### src/design/clg_pkg.sv
`default_nettype none

package clg_pkg;

	localparam int SENSOR_COUNT = 12;
	localparam int IDX_W        = $clog2(SENSOR_COUNT);
	localparam int LAST_IDX     = SENSOR_COUNT - 1;

	localparam int FRAC_BITS = 8;
	localparam int RAW_W     = 16;
	localparam int SCALE_W   = 15;
	localparam int THRESH_W  = 16;
	localparam int HEIGHT_W  = 16;
	localparam int FULL_W    = 12;
	localparam int TALLY_W   = 5;
	localparam int LEVEL_W   = 20;
	localparam int PCT_W     = 15;
	localparam int PCT_NUM_W = 27;
	localparam int DIV_CNT_W = $clog2(PCT_NUM_W);

	localparam logic [TALLY_W-1:0] TALLY_MAX = '1;
	localparam int                 PCT_SCALE = 100;

	localparam logic [SCALE_W-1:0] SCALE_FIRST_RST = 15'h01D0;
	localparam logic [SCALE_W-1:0] SCALE_MID_RST   = 15'h0100;
	localparam logic [SCALE_W-1:0] SCALE_LAST_RST  = 15'h01C0;

	localparam logic [THRESH_W-1:0] THRESH_RST = 16'd512;
	localparam logic [HEIGHT_W-1:0] HEIGHT_RST = 16'd2560;
	localparam logic [FULL_W-1:0]   FULL_RST   = 12'd100;

	typedef enum logic [0:0] {
		ACT_CAL    = 1'b0,
		ACT_SAMPLE = 1'b1
	} clg_action_t;

	typedef enum logic [1:0] {
		REG_THRESHOLD     = 2'd0,
		REG_SENSOR_HEIGHT = 2'd1,
		REG_FULL_LEVEL    = 2'd2
	} clg_reg_t;

	// one calibration entry
	typedef struct packed {
		logic signed [15:0]   offset;
		logic [SCALE_W-1:0]   scale;
	} clg_cal_t;

	// request to the calibration memory
	typedef struct packed {
		logic             wr_en;
		logic             rd_en;
		logic [IDX_W-1:0] addr;
		clg_cal_t         wdata;
	} clg_ram_req_t;

	// entry value of a sensor that was never calibrated
	function automatic clg_cal_t cal_default(input logic [IDX_W-1:0] idx);
		clg_cal_t e;
		e.offset = '0;
		if (idx == IDX_W'(0))
			e.scale = SCALE_FIRST_RST;
		else if (idx == IDX_W'(LAST_IDX))
			e.scale = SCALE_LAST_RST;
		else
			e.scale = SCALE_MID_RST;
		return e;
	endfunction

endpackage

`default_nettype wire

### src/design/capacitive_liquid_level_gauge.sv
`default_nettype none

// Capacitive liquid level gauge.
// Input channel (in_valid / in_stall): one item per electrode. action 0 stores
// empty_offset and scale_factor for sensor_index; action 1 gives a raw_count.
// A scan runs index 0 first; index 0 restarts the submerged tally. An index of
// 12 or more is dropped. Only a sample on the last index gives a result item.
// Output channel (out_valid / out_stall): level_mm (12.8), level_percent (7.8)
// and weighted_count. Config channel (cfg_valid / cfg_ready, always ready):
// cfg_index 0 threshold, 1 sensor height, 2 full level; other indexes ignored.
// Flow: a calibrate item does not stall the input; a sample stalls it while it
// is read, multiplied and compared. A last-index sample then passes level, clamp
// and the 27-step serial divider for the percentage before its result is pushed;
// the next item can be taken while that result waits in the output register.
// Reset: calibration reads as defaults (offset 0, gains 0x1D0 / 0x100 /
// 0x1C0) through per-entry valid bits, tally 0, registers to defaults.
// Receiver stall: the result register holds; the core waits only if a second
// result is ready before the first is taken.

module capacitive_liquid_level_gauge (
	input  wire logic                          clk,
	input  wire logic                          arst_n,
	input  wire logic                          in_valid,
	output logic                               in_stall,
	input  wire logic                          action,
	input  wire logic [3:0]                    sensor_index,
	input  wire logic [clg_pkg::RAW_W-1:0]     raw_count,
	input  wire logic signed [15:0]            empty_offset,
	input  wire logic [clg_pkg::SCALE_W-1:0]   scale_factor,
	output logic                               out_valid,
	input  wire logic                          out_stall,
	output logic [clg_pkg::LEVEL_W-1:0]        level_mm,
	output logic [clg_pkg::PCT_W-1:0]          level_percent,
	output logic [clg_pkg::TALLY_W-1:0]        weighted_count,
	input  wire logic                          cfg_valid,
	output logic                               cfg_ready,
	input  wire logic [1:0]                    cfg_index,
	input  wire logic [15:0]                   cfg_data
);

	typedef enum logic [7:0] {
		S_IDLE = 8'b0000_0001,
		S_RD   = 8'b0000_0010,
		S_CMP  = 8'b0000_0100,
		S_LVL  = 8'b0000_1000,
		S_CLP  = 8'b0001_0000,
		S_PCT  = 8'b0010_0000,
		S_DIV  = 8'b0100_0000,
		S_PUSH = 8'b1000_0000
	} state_t;

	state_t state_q, state_d;

	// config registers
	logic [clg_pkg::THRESH_W-1:0] thresh_q;
	logic [clg_pkg::HEIGHT_W-1:0] height_q;
	logic [clg_pkg::FULL_W-1:0]   full_q;

	logic [clg_pkg::TALLY_W-1:0]  tally_q;

	// pipeline registers of one sample
	logic [clg_pkg::RAW_W-1:0]    raw_s1;
	logic [clg_pkg::IDX_W-1:0]    idx_s1;
	logic signed [33:0]           prod_s2;
	logic [clg_pkg::LEVEL_W-1:0]  lvl_s3;
	logic [clg_pkg::LEVEL_W-1:0]  lvl_s4;

	// output register
	logic                         out_valid_q;
	logic [clg_pkg::LEVEL_W-1:0]  level_q;
	logic [clg_pkg::PCT_W-1:0]    pct_q;
	logic [clg_pkg::TALLY_W-1:0]  wcount_q;

	logic                         in_acc;
	logic                         idx_ok;
	logic [clg_pkg::IDX_W-1:0]    idx_in;
	clg_pkg::clg_ram_req_t        ram_req;
	clg_pkg::clg_cal_t            cal;

	logic signed [17:0]           diff;
	logic [24:0]                  thr_lim;
	logic                         submerged;
	logic                         first_idx;
	logic                         last_idx;
	logic [clg_pkg::TALLY_W:0]    tally_sum;
	logic [clg_pkg::TALLY_W-1:0]  tally_new;

	logic [clg_pkg::LEVEL_W-1:0]  full_fx;
	logic signed [21:0]           limit;
	logic                         over;

	logic                         div_start;
	logic                         div_done;
	logic [clg_pkg::PCT_NUM_W-1:0] pct_num;
	logic [clg_pkg::PCT_NUM_W-1:0] quotient;
	logic                         slot_free;

	// --- input side ---
	assign in_stall = (state_q != S_IDLE);
	assign in_acc   = in_valid && !in_stall;
	assign idx_in   = clg_pkg::IDX_W'(sensor_index);
	assign idx_ok   = (sensor_index < 4'(clg_pkg::SENSOR_COUNT));

	always_comb begin
		ram_req              = '0;
		ram_req.addr         = idx_in;
		ram_req.wdata.offset = empty_offset;
		ram_req.wdata.scale  = scale_factor;
		if (in_acc && idx_ok) begin
			ram_req.wr_en = (clg_pkg::clg_action_t'(action) == clg_pkg::ACT_CAL);
			ram_req.rd_en = (clg_pkg::clg_action_t'(action) == clg_pkg::ACT_SAMPLE);
		end
	end

	clg_cal_ram u_ram (
		.clk    (clk),
		.arst_n (arst_n),
		.req    (ram_req),
		.rdata  (cal)
	);

	// --- sample path ---
	// raw minus offset, exact in 18 bits signed
	assign diff = $signed({2'b00, raw_s1}) - $signed({{2{cal.offset[15]}}, cal.offset});

	// floor(p / 256) > T  is  p >= (T + 1) * 256
	assign thr_lim   = {(17'(thresh_q) + 17'd1), 8'b0};
	assign submerged = (prod_s2 >= $signed({9'b0, thr_lim}));

	assign first_idx = (idx_s1 == clg_pkg::IDX_W'(0));
	assign last_idx  = (idx_s1 == clg_pkg::IDX_W'(clg_pkg::LAST_IDX));

	always_comb begin
		tally_sum = {1'b0, first_idx ? {clg_pkg::TALLY_W{1'b0}} : tally_q};
		if (submerged)
			tally_sum = tally_sum + ((first_idx || last_idx) ? 6'd1 : 6'd2);
		tally_new = (tally_sum > {1'b0, clg_pkg::TALLY_MAX}) ?
			clg_pkg::TALLY_MAX : tally_sum[clg_pkg::TALLY_W-1:0];
	end

	// --- level and clamp ---
	assign full_fx = {full_q, 8'b0};
	assign limit   = $signed({2'b0, full_fx}) - $signed({8'b0, height_q[15:2]});
	assign over    = $signed({2'b0, lvl_s3}) > limit;

	assign pct_num   = clg_pkg::PCT_NUM_W'(lvl_s4) * clg_pkg::PCT_NUM_W'(clg_pkg::PCT_SCALE);
	assign div_start = (state_q == S_PCT);

	clg_div u_div (
		.clk      (clk),
		.arst_n   (arst_n),
		.start    (div_start),
		.dividend (pct_num),
		.divisor  (full_q),
		.done     (div_done),
		.quotient (quotient)
	);

	assign slot_free = !out_valid_q || !out_stall;

	// --- sequencer ---
	always_comb begin
		state_d = state_q;
		unique case (state_q)
			S_IDLE: begin
				if (in_acc && idx_ok &&
				    clg_pkg::clg_action_t'(action) == clg_pkg::ACT_SAMPLE)
					state_d = S_RD;
			end
			S_RD:   state_d = S_CMP;
			S_CMP:  state_d = last_idx ? S_LVL : S_IDLE;
			S_LVL:  state_d = S_CLP;
			S_CLP:  state_d = S_PCT;
			S_PCT:  state_d = S_DIV;
			S_DIV:  state_d = div_done ? S_PUSH : S_DIV;
			S_PUSH: state_d = slot_free ? S_IDLE : S_PUSH;
			default: state_d = S_IDLE;
		endcase
	end

	always_ff @(posedge clk or negedge arst_n) begin
		if (!arst_n) begin
			state_q     <= S_IDLE;
			tally_q     <= '0;
			thresh_q    <= clg_pkg::THRESH_RST;
			height_q    <= clg_pkg::HEIGHT_RST;
			full_q      <= clg_pkg::FULL_RST;
			out_valid_q <= 1'b0;
		end else begin
			state_q <= state_d;
			if (state_q == S_CMP)
				tally_q <= tally_new;
			if (cfg_valid && cfg_ready) begin
				case (clg_pkg::clg_reg_t'(cfg_index))
					clg_pkg::REG_THRESHOLD:     thresh_q <= cfg_data;
					clg_pkg::REG_SENSOR_HEIGHT: height_q <= cfg_data;
					clg_pkg::REG_FULL_LEVEL:    full_q   <= cfg_data[clg_pkg::FULL_W-1:0];
					default: ;
				endcase
			end
			if (state_q == S_PUSH && slot_free)
				out_valid_q <= 1'b1;
			else if (!out_stall)
				out_valid_q <= 1'b0;
		end
	end

	always_ff @(posedge clk) begin
		if (in_acc) begin
			raw_s1 <= raw_count;
			idx_s1 <= idx_in;
		end
		if (state_q == S_RD)
			prod_s2 <= diff * $signed({1'b0, cal.scale});
		if (state_q == S_LVL)
			lvl_s3 <= clg_pkg::LEVEL_W'(tally_q * height_q[15:1]);
		if (state_q == S_CLP) begin
			if (full_q == '0)
				lvl_s4 <= '0;
			else if (over)
				lvl_s4 <= full_fx;
			else
				lvl_s4 <= lvl_s3;
		end
		if (state_q == S_PUSH && slot_free) begin
			level_q  <= lvl_s4;
			pct_q    <= (full_q == '0) ? '0 : quotient[clg_pkg::PCT_W-1:0];
			wcount_q <= tally_q;
		end
	end

	assign cfg_ready      = 1'b1;
	assign out_valid      = out_valid_q;
	assign level_mm       = level_q;
	assign level_percent  = pct_q;
	assign weighted_count = wcount_q;

	a_result_from_push: assert property (@(posedge clk) disable iff (!arst_n)
		$rose(out_valid_q) |-> $past(state_q == S_PUSH))
		else $error("result raised outside the push step");

	a_div_done_in_wait: assert property (@(posedge clk) disable iff (!arst_n)
		div_done |-> (state_q == S_DIV))
		else $error("divider finished while not awaited");

	a_level_clamped: assert property (@(posedge clk) disable iff (!arst_n)
		(state_q == S_PCT) |-> (lvl_s4 <= full_fx))
		else $error("clamped level above full height");

	a_no_overwrite: assert property (@(posedge clk) disable iff (!arst_n)
		(out_valid_q && out_stall) |=> (out_valid_q && $stable(level_q)))
		else $error("waiting result overwritten");

endmodule

`default_nettype wire

### src/design/clg_cal_ram.sv
`default_nettype none

module clg_cal_ram (
	input  wire logic                  clk,
	input  wire logic                  arst_n,
	input  wire clg_pkg::clg_ram_req_t req,
	output clg_pkg::clg_cal_t          rdata
);

	clg_pkg::clg_cal_t                  mem [clg_pkg::SENSOR_COUNT];
	clg_pkg::clg_cal_t                  rd_q;
	logic [clg_pkg::SENSOR_COUNT-1:0]   valid_q;
	logic                               rd_valid_q;
	logic [clg_pkg::IDX_W-1:0]          rd_addr_q;

	always_ff @(posedge clk) begin
		if (req.wr_en)
			mem[req.addr] <= req.wdata;
		if (req.rd_en)
			rd_q <= mem[req.addr];
	end

	// valid bits stand in for the reset contents
	always_ff @(posedge clk or negedge arst_n) begin
		if (!arst_n) begin
			valid_q    <= '0;
			rd_valid_q <= 1'b0;
			rd_addr_q  <= '0;
		end else begin
			if (req.wr_en)
				valid_q[req.addr] <= 1'b1;
			if (req.rd_en) begin
				rd_valid_q <= valid_q[req.addr];
				rd_addr_q  <= req.addr;
			end
		end
	end

	assign rdata = rd_valid_q ? rd_q : clg_pkg::cal_default(rd_addr_q);

	a_one_port: assert property (@(posedge clk) disable iff (!arst_n)
		req.wr_en |-> !req.rd_en)
		else $error("calibration memory: read and write in one cycle");

	a_valid_sticky: assert property (@(posedge clk) disable iff (!arst_n)
		req.wr_en |=> valid_q[$past(req.addr)])
		else $error("calibration memory: written entry not marked valid");

	a_range: assert property (@(posedge clk) disable iff (!arst_n)
		(req.wr_en || req.rd_en) |-> (req.addr < clg_pkg::IDX_W'(clg_pkg::SENSOR_COUNT)))
		else $error("calibration memory: address out of range");

endmodule

`default_nettype wire

### src/design/clg_div.sv
`default_nettype none

module clg_div (
	input  wire logic                           clk,
	input  wire logic                           arst_n,
	input  wire logic                           start,
	input  wire logic [clg_pkg::PCT_NUM_W-1:0]  dividend,
	input  wire logic [clg_pkg::FULL_W-1:0]     divisor,
	output logic                                done,
	output logic [clg_pkg::PCT_NUM_W-1:0]       quotient
);

	logic [clg_pkg::PCT_NUM_W-1:0] quo_q;
	logic [clg_pkg::FULL_W-1:0]    rem_q;
	logic [clg_pkg::DIV_CNT_W-1:0] cnt_q;
	logic                          busy_q;
	logic                          done_q;
	logic [clg_pkg::FULL_W:0]      shifted;
	logic [clg_pkg::FULL_W:0]      trial;
	logic                          fits;

	// restoring division, one quotient bit a cycle
	assign shifted = {rem_q, quo_q[clg_pkg::PCT_NUM_W-1]};
	assign trial   = shifted - {1'b0, divisor};
	assign fits    = !trial[clg_pkg::FULL_W];

	always_ff @(posedge clk) begin
		if (start) begin
			quo_q <= dividend;
			rem_q <= '0;
		end else if (busy_q) begin
			quo_q <= {quo_q[clg_pkg::PCT_NUM_W-2:0], fits};
			rem_q <= fits ? trial[clg_pkg::FULL_W-1:0] : shifted[clg_pkg::FULL_W-1:0];
		end
	end

	always_ff @(posedge clk or negedge arst_n) begin
		if (!arst_n) begin
			busy_q <= 1'b0;
			done_q <= 1'b0;
			cnt_q  <= '0;
		end else begin
			done_q <= 1'b0;
			if (start) begin
				busy_q <= 1'b1;
				cnt_q  <= '0;
			end else if (busy_q) begin
				cnt_q <= cnt_q + clg_pkg::DIV_CNT_W'(1);
				if (cnt_q == clg_pkg::DIV_CNT_W'(clg_pkg::PCT_NUM_W - 1)) begin
					busy_q <= 1'b0;
					done_q <= 1'b1;
				end
			end
		end
	end

	assign done     = done_q;
	assign quotient = quo_q;

	a_done_idle: assert property (@(posedge clk) disable iff (!arst_n)
		done_q |-> !busy_q)
		else $error("divider: done while still busy");

	a_start_idle: assert property (@(posedge clk) disable iff (!arst_n)
		start |-> !busy_q)
		else $error("divider: started while busy");

	a_done_after_run: assert property (@(posedge clk) disable iff (!arst_n)
		$rose(done_q) |-> $past(busy_q))
		else $error("divider: done without a run");

endmodule

`default_nettype wire

### config.mk
export PLATFORM = sky130hd
export DESIGN_NAME = capacitive_liquid_level_gauge
export DESIGN_NICKNAME = d
export VERILOG_FILES = /design/src/design/clg_pkg.sv /design/src/design/capacitive_liquid_level_gauge.sv /design/src/design/clg_cal_ram.sv /design/src/design/clg_div.sv
export SDC_FILE = /design/constraint.sdc
export NUM_CORES = 2
export LEC_CHECK = 0
export ABC_AREA = 1
export BUFFER_PORTS_ARGS = -buffer_cell sky130_fd_sc_hd__buf_2
export CAP_MARGIN = 10
export CORE_ASPECT_RATIO = 0.5
export CORE_MARGIN = 3
export CORE_UTILIZATION = 35
export CTS_CLUSTER_DIAMETER = 30
export CTS_CLUSTER_SIZE = 20
export DETAILED_ROUTE_END_ITERATION = 10
export SYNTH_ARGS = -nofsm -noshare
export SYNTH_HDL_FRONTEND = slang
export SYNTH_HIERARCHICAL = 1
export SYNTH_SLANG_ARGS = --single-unit
### constraint.sdc
create_clock -name clk -period 10.6 [get_ports clk]
set_clock_uncertainty 0.05 [all_clocks]
set_input_delay 1.59 -clock clk [delete_from_list [all_inputs] [get_ports clk]]
set_output_delay 1.59 -clock clk [all_outputs]
set_load 0.02 [all_outputs]
==> metrics list <==
* Core utilization of the finished layout: 0.401
* Final max-slew violation count: 0
* Resized Gates After CTS: 0
- STA classifies the critical path endpoint as a flop.
- Before antenna repair, the detailed router went through 5 iterations.
- Final period utilization: 0.849
* Area of the die: roughly 130000 sq um
- # fillers: 11700
- Run status: completed
- In this run the critical register-to-register path is captured at prod_s2[29].
- For this configuration, the core starts out at a cell density of 0.355.
* #FFs+latches synth: between 600 and 700
- Most used flip-flop cell after synthesis: edfxtp_1
- Clock slew at reported path FFs: about 60 ps
- Count of H-tree levels built during CTS: 3
- Count of max-cap constraint violations: 0
- In this run the critical register-to-register path is launched from u_ram/rd_valid_q.
* Fraction of the yosys area taken by sequential cells: 0.446
* Fraction of the mapped netlist area in compound gates: 0.0488
- Largest net degree at the start of global routing: 71
- The via count of the first global-routing pass came to ~30000.
- Critical Path Max Stage Delay: approximately 930 ps
* Total number of cells along the worst setup path: 34
- In the routed design, unresolved DRC markers number 0.
- In the global route stage, overall resource usage came out at 0.169.
* Detailed-placement wirelength estimate: approximately 75000 microns
- In this run the core area contains 90 standard-cell rows.
- RSZ-0062 raised after global routing: no
* Type of the tightest min-delay check: reg -> reg
* Data required time at the worst endpoint: approximately 11000 ps
* Number of buffers inserted by post-CTS setup repair: 0
- The net count of the finished layout is ~5100.
- Post-synth cell types: between 60 and 70
- Relative to the synthesized area, the layout overhead comes to 12.9%.
* Insertion delay of the later-clocked pin in the worst-skew pair: about 700 ps
- CP arrival: between 9000 and 10000 ps
- CTS Buffer Depth: 3
- Of the total synthesized cell area, the portion taken by AND, OR, NAND and NOR gates is 0.169.
* R2r setup slk: about 1600 ps
* Multiplexer fraction of the synthesized cell area: 0
* Worst relative slew slack: 0.224
- The clock period could shrink to around 9000 ps.
- Leaving out fill and tap cells, the most frequent cell in the layout is nand2_1.
- Routed len/inst: around 17 microns
* Share of flip-flops with an asynchronous set or reset after synthesis: 0.123
- Summing every instance area after synthesis gives about 43000 sq um.
- TritonCTS built the clock tree.
- Total wire length: approximately 110000 microns
- Crit path buffers/inverters: 8
* Antenna violations before repair: 9
- Using the TritonRoute via totals, the vias-per-cell ratio works out to 4.80.
- A synthesized cell averages 9.85 sq um.
- By area, the combinational part of the netlist is dominated by adder cells.
- Number of hold-repair buffers added at the cts stage: 0
- GPL Wtd Cong: a little over 0.9
* Share of cells above drive strength 1: 0.0945
* Std-Cell Core Area: ~120000 sq um
- Crit start category: flop
- CP Launch Point: u_ram/rd_valid_q
* Number of buffers added by the clock tree synthesis step: 93
* Post-synthesis cell count: 4376
- Classification of the worst setup path: reg -> reg
- Hold Fails Final Rpt: 0
* Crit-path most repeated cell: inv_1
* Number of synthesized flops with an enable pin: roughly 560
- Worst-case reg-to-reg path depth: 34
- The slowest stage of the critical path is the xor2_1 cell.
- Adding up every negative setup slack in the final design gives 0 ps.
- Crit-path max FO: 32
- The first routing iteration left between 1500 and 2000 violations.
- Root Driver: clkbuf_16
- Ys Warns: 6
- The first global-routing pass estimated approximately 170000 microns of wire.
* Most frequent cells in the layout: nand2_1, inv_1, edfxtp_1
- # clock sinks: 657
- The routed layout has between 20000 and 30000 vias.
- Setup violations remaining at the end of the flow were counted as 0.
- Number of port buffers: roughly 120
* Fraction of synthesized cell area in xor and xnor cells: 0.0257
- Critical path capture point: prod_s2[29]
* Floorplan die height: 254 microns
- The kind of cell with the highest combined delay along the critical path is adder cells.
* GR Overflow Total: 0
* IO Count: about 120
- The floorplan step set the die width to between 500 and 600 microns.
- Timing would allow up to 0.111 GHz.
- Adder and majority gate portion of the synthesized area: 0.225
- Worst-margin pin slew: around 1200 ps
* Antenna-violating nets left: 0
-- stage by stage --
stage	hold WS, ps	setup WS [ps]	instances	cell area (sq um)
global route	428	838	6187	48700
finish	413	1600	6191	48700
detailed placement	405	1530	6007	45400
floorplan	373	3060	4377	43100
CTS	417	1540	6181	48600
global placement	398	1670	6007	45400
-- cell usage after synthesis, types with 20 or more instances --
| cell | count | area share |
|---|---|---|
| a21oi_1 | 118 | 0.014 |
| a22oi_1 | 62 | 0.011 |
| buf_2 | 30 | 0.0035 |
| buf_4 | 21 | 0.0037 |
| clkbuf_1 | 60 | 0.0052 |
| dfrtp_1 | 74 | 0.043 |
| edfxtp_1 | 564 | 0.39 |
| fa_1 | 323 | 0.15 |
| ha_1 | 258 | 0.075 |
| inv_1 | 780 | 0.068 |
| nand2_1 | 1083 | 0.094 |
| nand3_1 | 134 | 0.016 |
| nand4_1 | 84 | 0.012 |
| nor2_1 | 301 | 0.026 |
| nor4_1 | 20 | 0.0029 |
| o21ai_0 | 93 | 0.011 |
| or2_2 | 21 | 0.0030 |
| xnor2_1 | 44 | 0.0089 |
| xor2_1 | 79 | 0.016 |
-- cell type report --
class / count / area [sq um] / area share
Sequential cell: 657 / 19200 / 0.395
Clock inverter: 71 / 882 / 0.0181
Timing Repair Buffer: 148 / 843 / 0.0173
Multi-Input combinational cell: 2789 / 20300 / 0.417
Tap cell: 1610 / 2010 / 0.0414
Inverter: 804 / 3020 / 0.0620
Antenna cell: 9 / 22.5 / 0.000463
Clock buffer: 103 / 2370 / 0.0488
-- worst register-to-register path, delay by kind of cell (launching register included) --
family / cells / cell delay, ps
flops: 1 / 740
xor+xnor: 1 / 930
buf+inv: 8 / 740
simple gates: 10 / 1170
compound gates: 6 / 1330
fa+ha+maj: 9 / 3820
-- sequential cells by signal (all words and copies together) (netlist names), 4 cells and up --
name,cells
u_ram/mem,372
prod_s2,34
u_ram/rd_q,31
u_div/quotient,27
level_mm,20
lvl_s3,20
lvl_s4,20
raw_s1,16
thresh_q,16
height_q,15
level_percent,15
full_q,12
u_div/rem_q,12
u_ram/valid_q,12
state_q,8
tally_q,5
u_div/cnt_q,5
weighted_count,5
idx_s1,4
u_ram/rd_addr_q,4
-- how the worst min path moves through the flow --
| stage | from | cells after the start | to | slack (ps) |
|---|---|---|---|---|
| final | u_ram/valid_q[9] | 1 | u_ram/valid_q[9] | 410 |
| after detailed placement | u_ram/valid_q[9] | 1 | u_ram/valid_q[9] | 400 |
| after global routing | u_ram/valid_q[4] | 1 | u_ram/valid_q[4] | 430 |
| after global placement | u_ram/valid_q[6] | 1 | u_ram/valid_q[6] | 400 |
| after CTS | u_ram/valid_q[9] | 1 | u_ram/valid_q[9] | 420 |
| after floorplan | tally_q[0] | 0 | weighted_count[0] | 370 |
-- routing by layer --
layer | global-route usage | vias to the layer above | share of wire | wire [microns]
met3 | 0.0262 | 186 | 0.049 | 5250
met2 | 0.291 | 742 | 0.48 | 51300
li1 | - | 14300 | - | -
met4 | 0.0638 | 2 | 0.031 | 3320
met1 | 0.217 | 14500 | 0.44 | 46400
met5 | 0 | - | 0.00012 | 13
-- logic make-up (layout without fill, tap and decap cells) --
group,Yosys count,in the layout
AOI/OAI and AO/OA,351,351
xor gates and xnor gates,125,125
adders and majority gates,581,581
buffers and inverters,931,1126
DFF,657,657
other,2,12
and+or+nand+nor,1729,1729
Power is left out: the tool's default activity adds up to more than one toggle a clock period on the data nets, which glitch-free logic cannot reach.
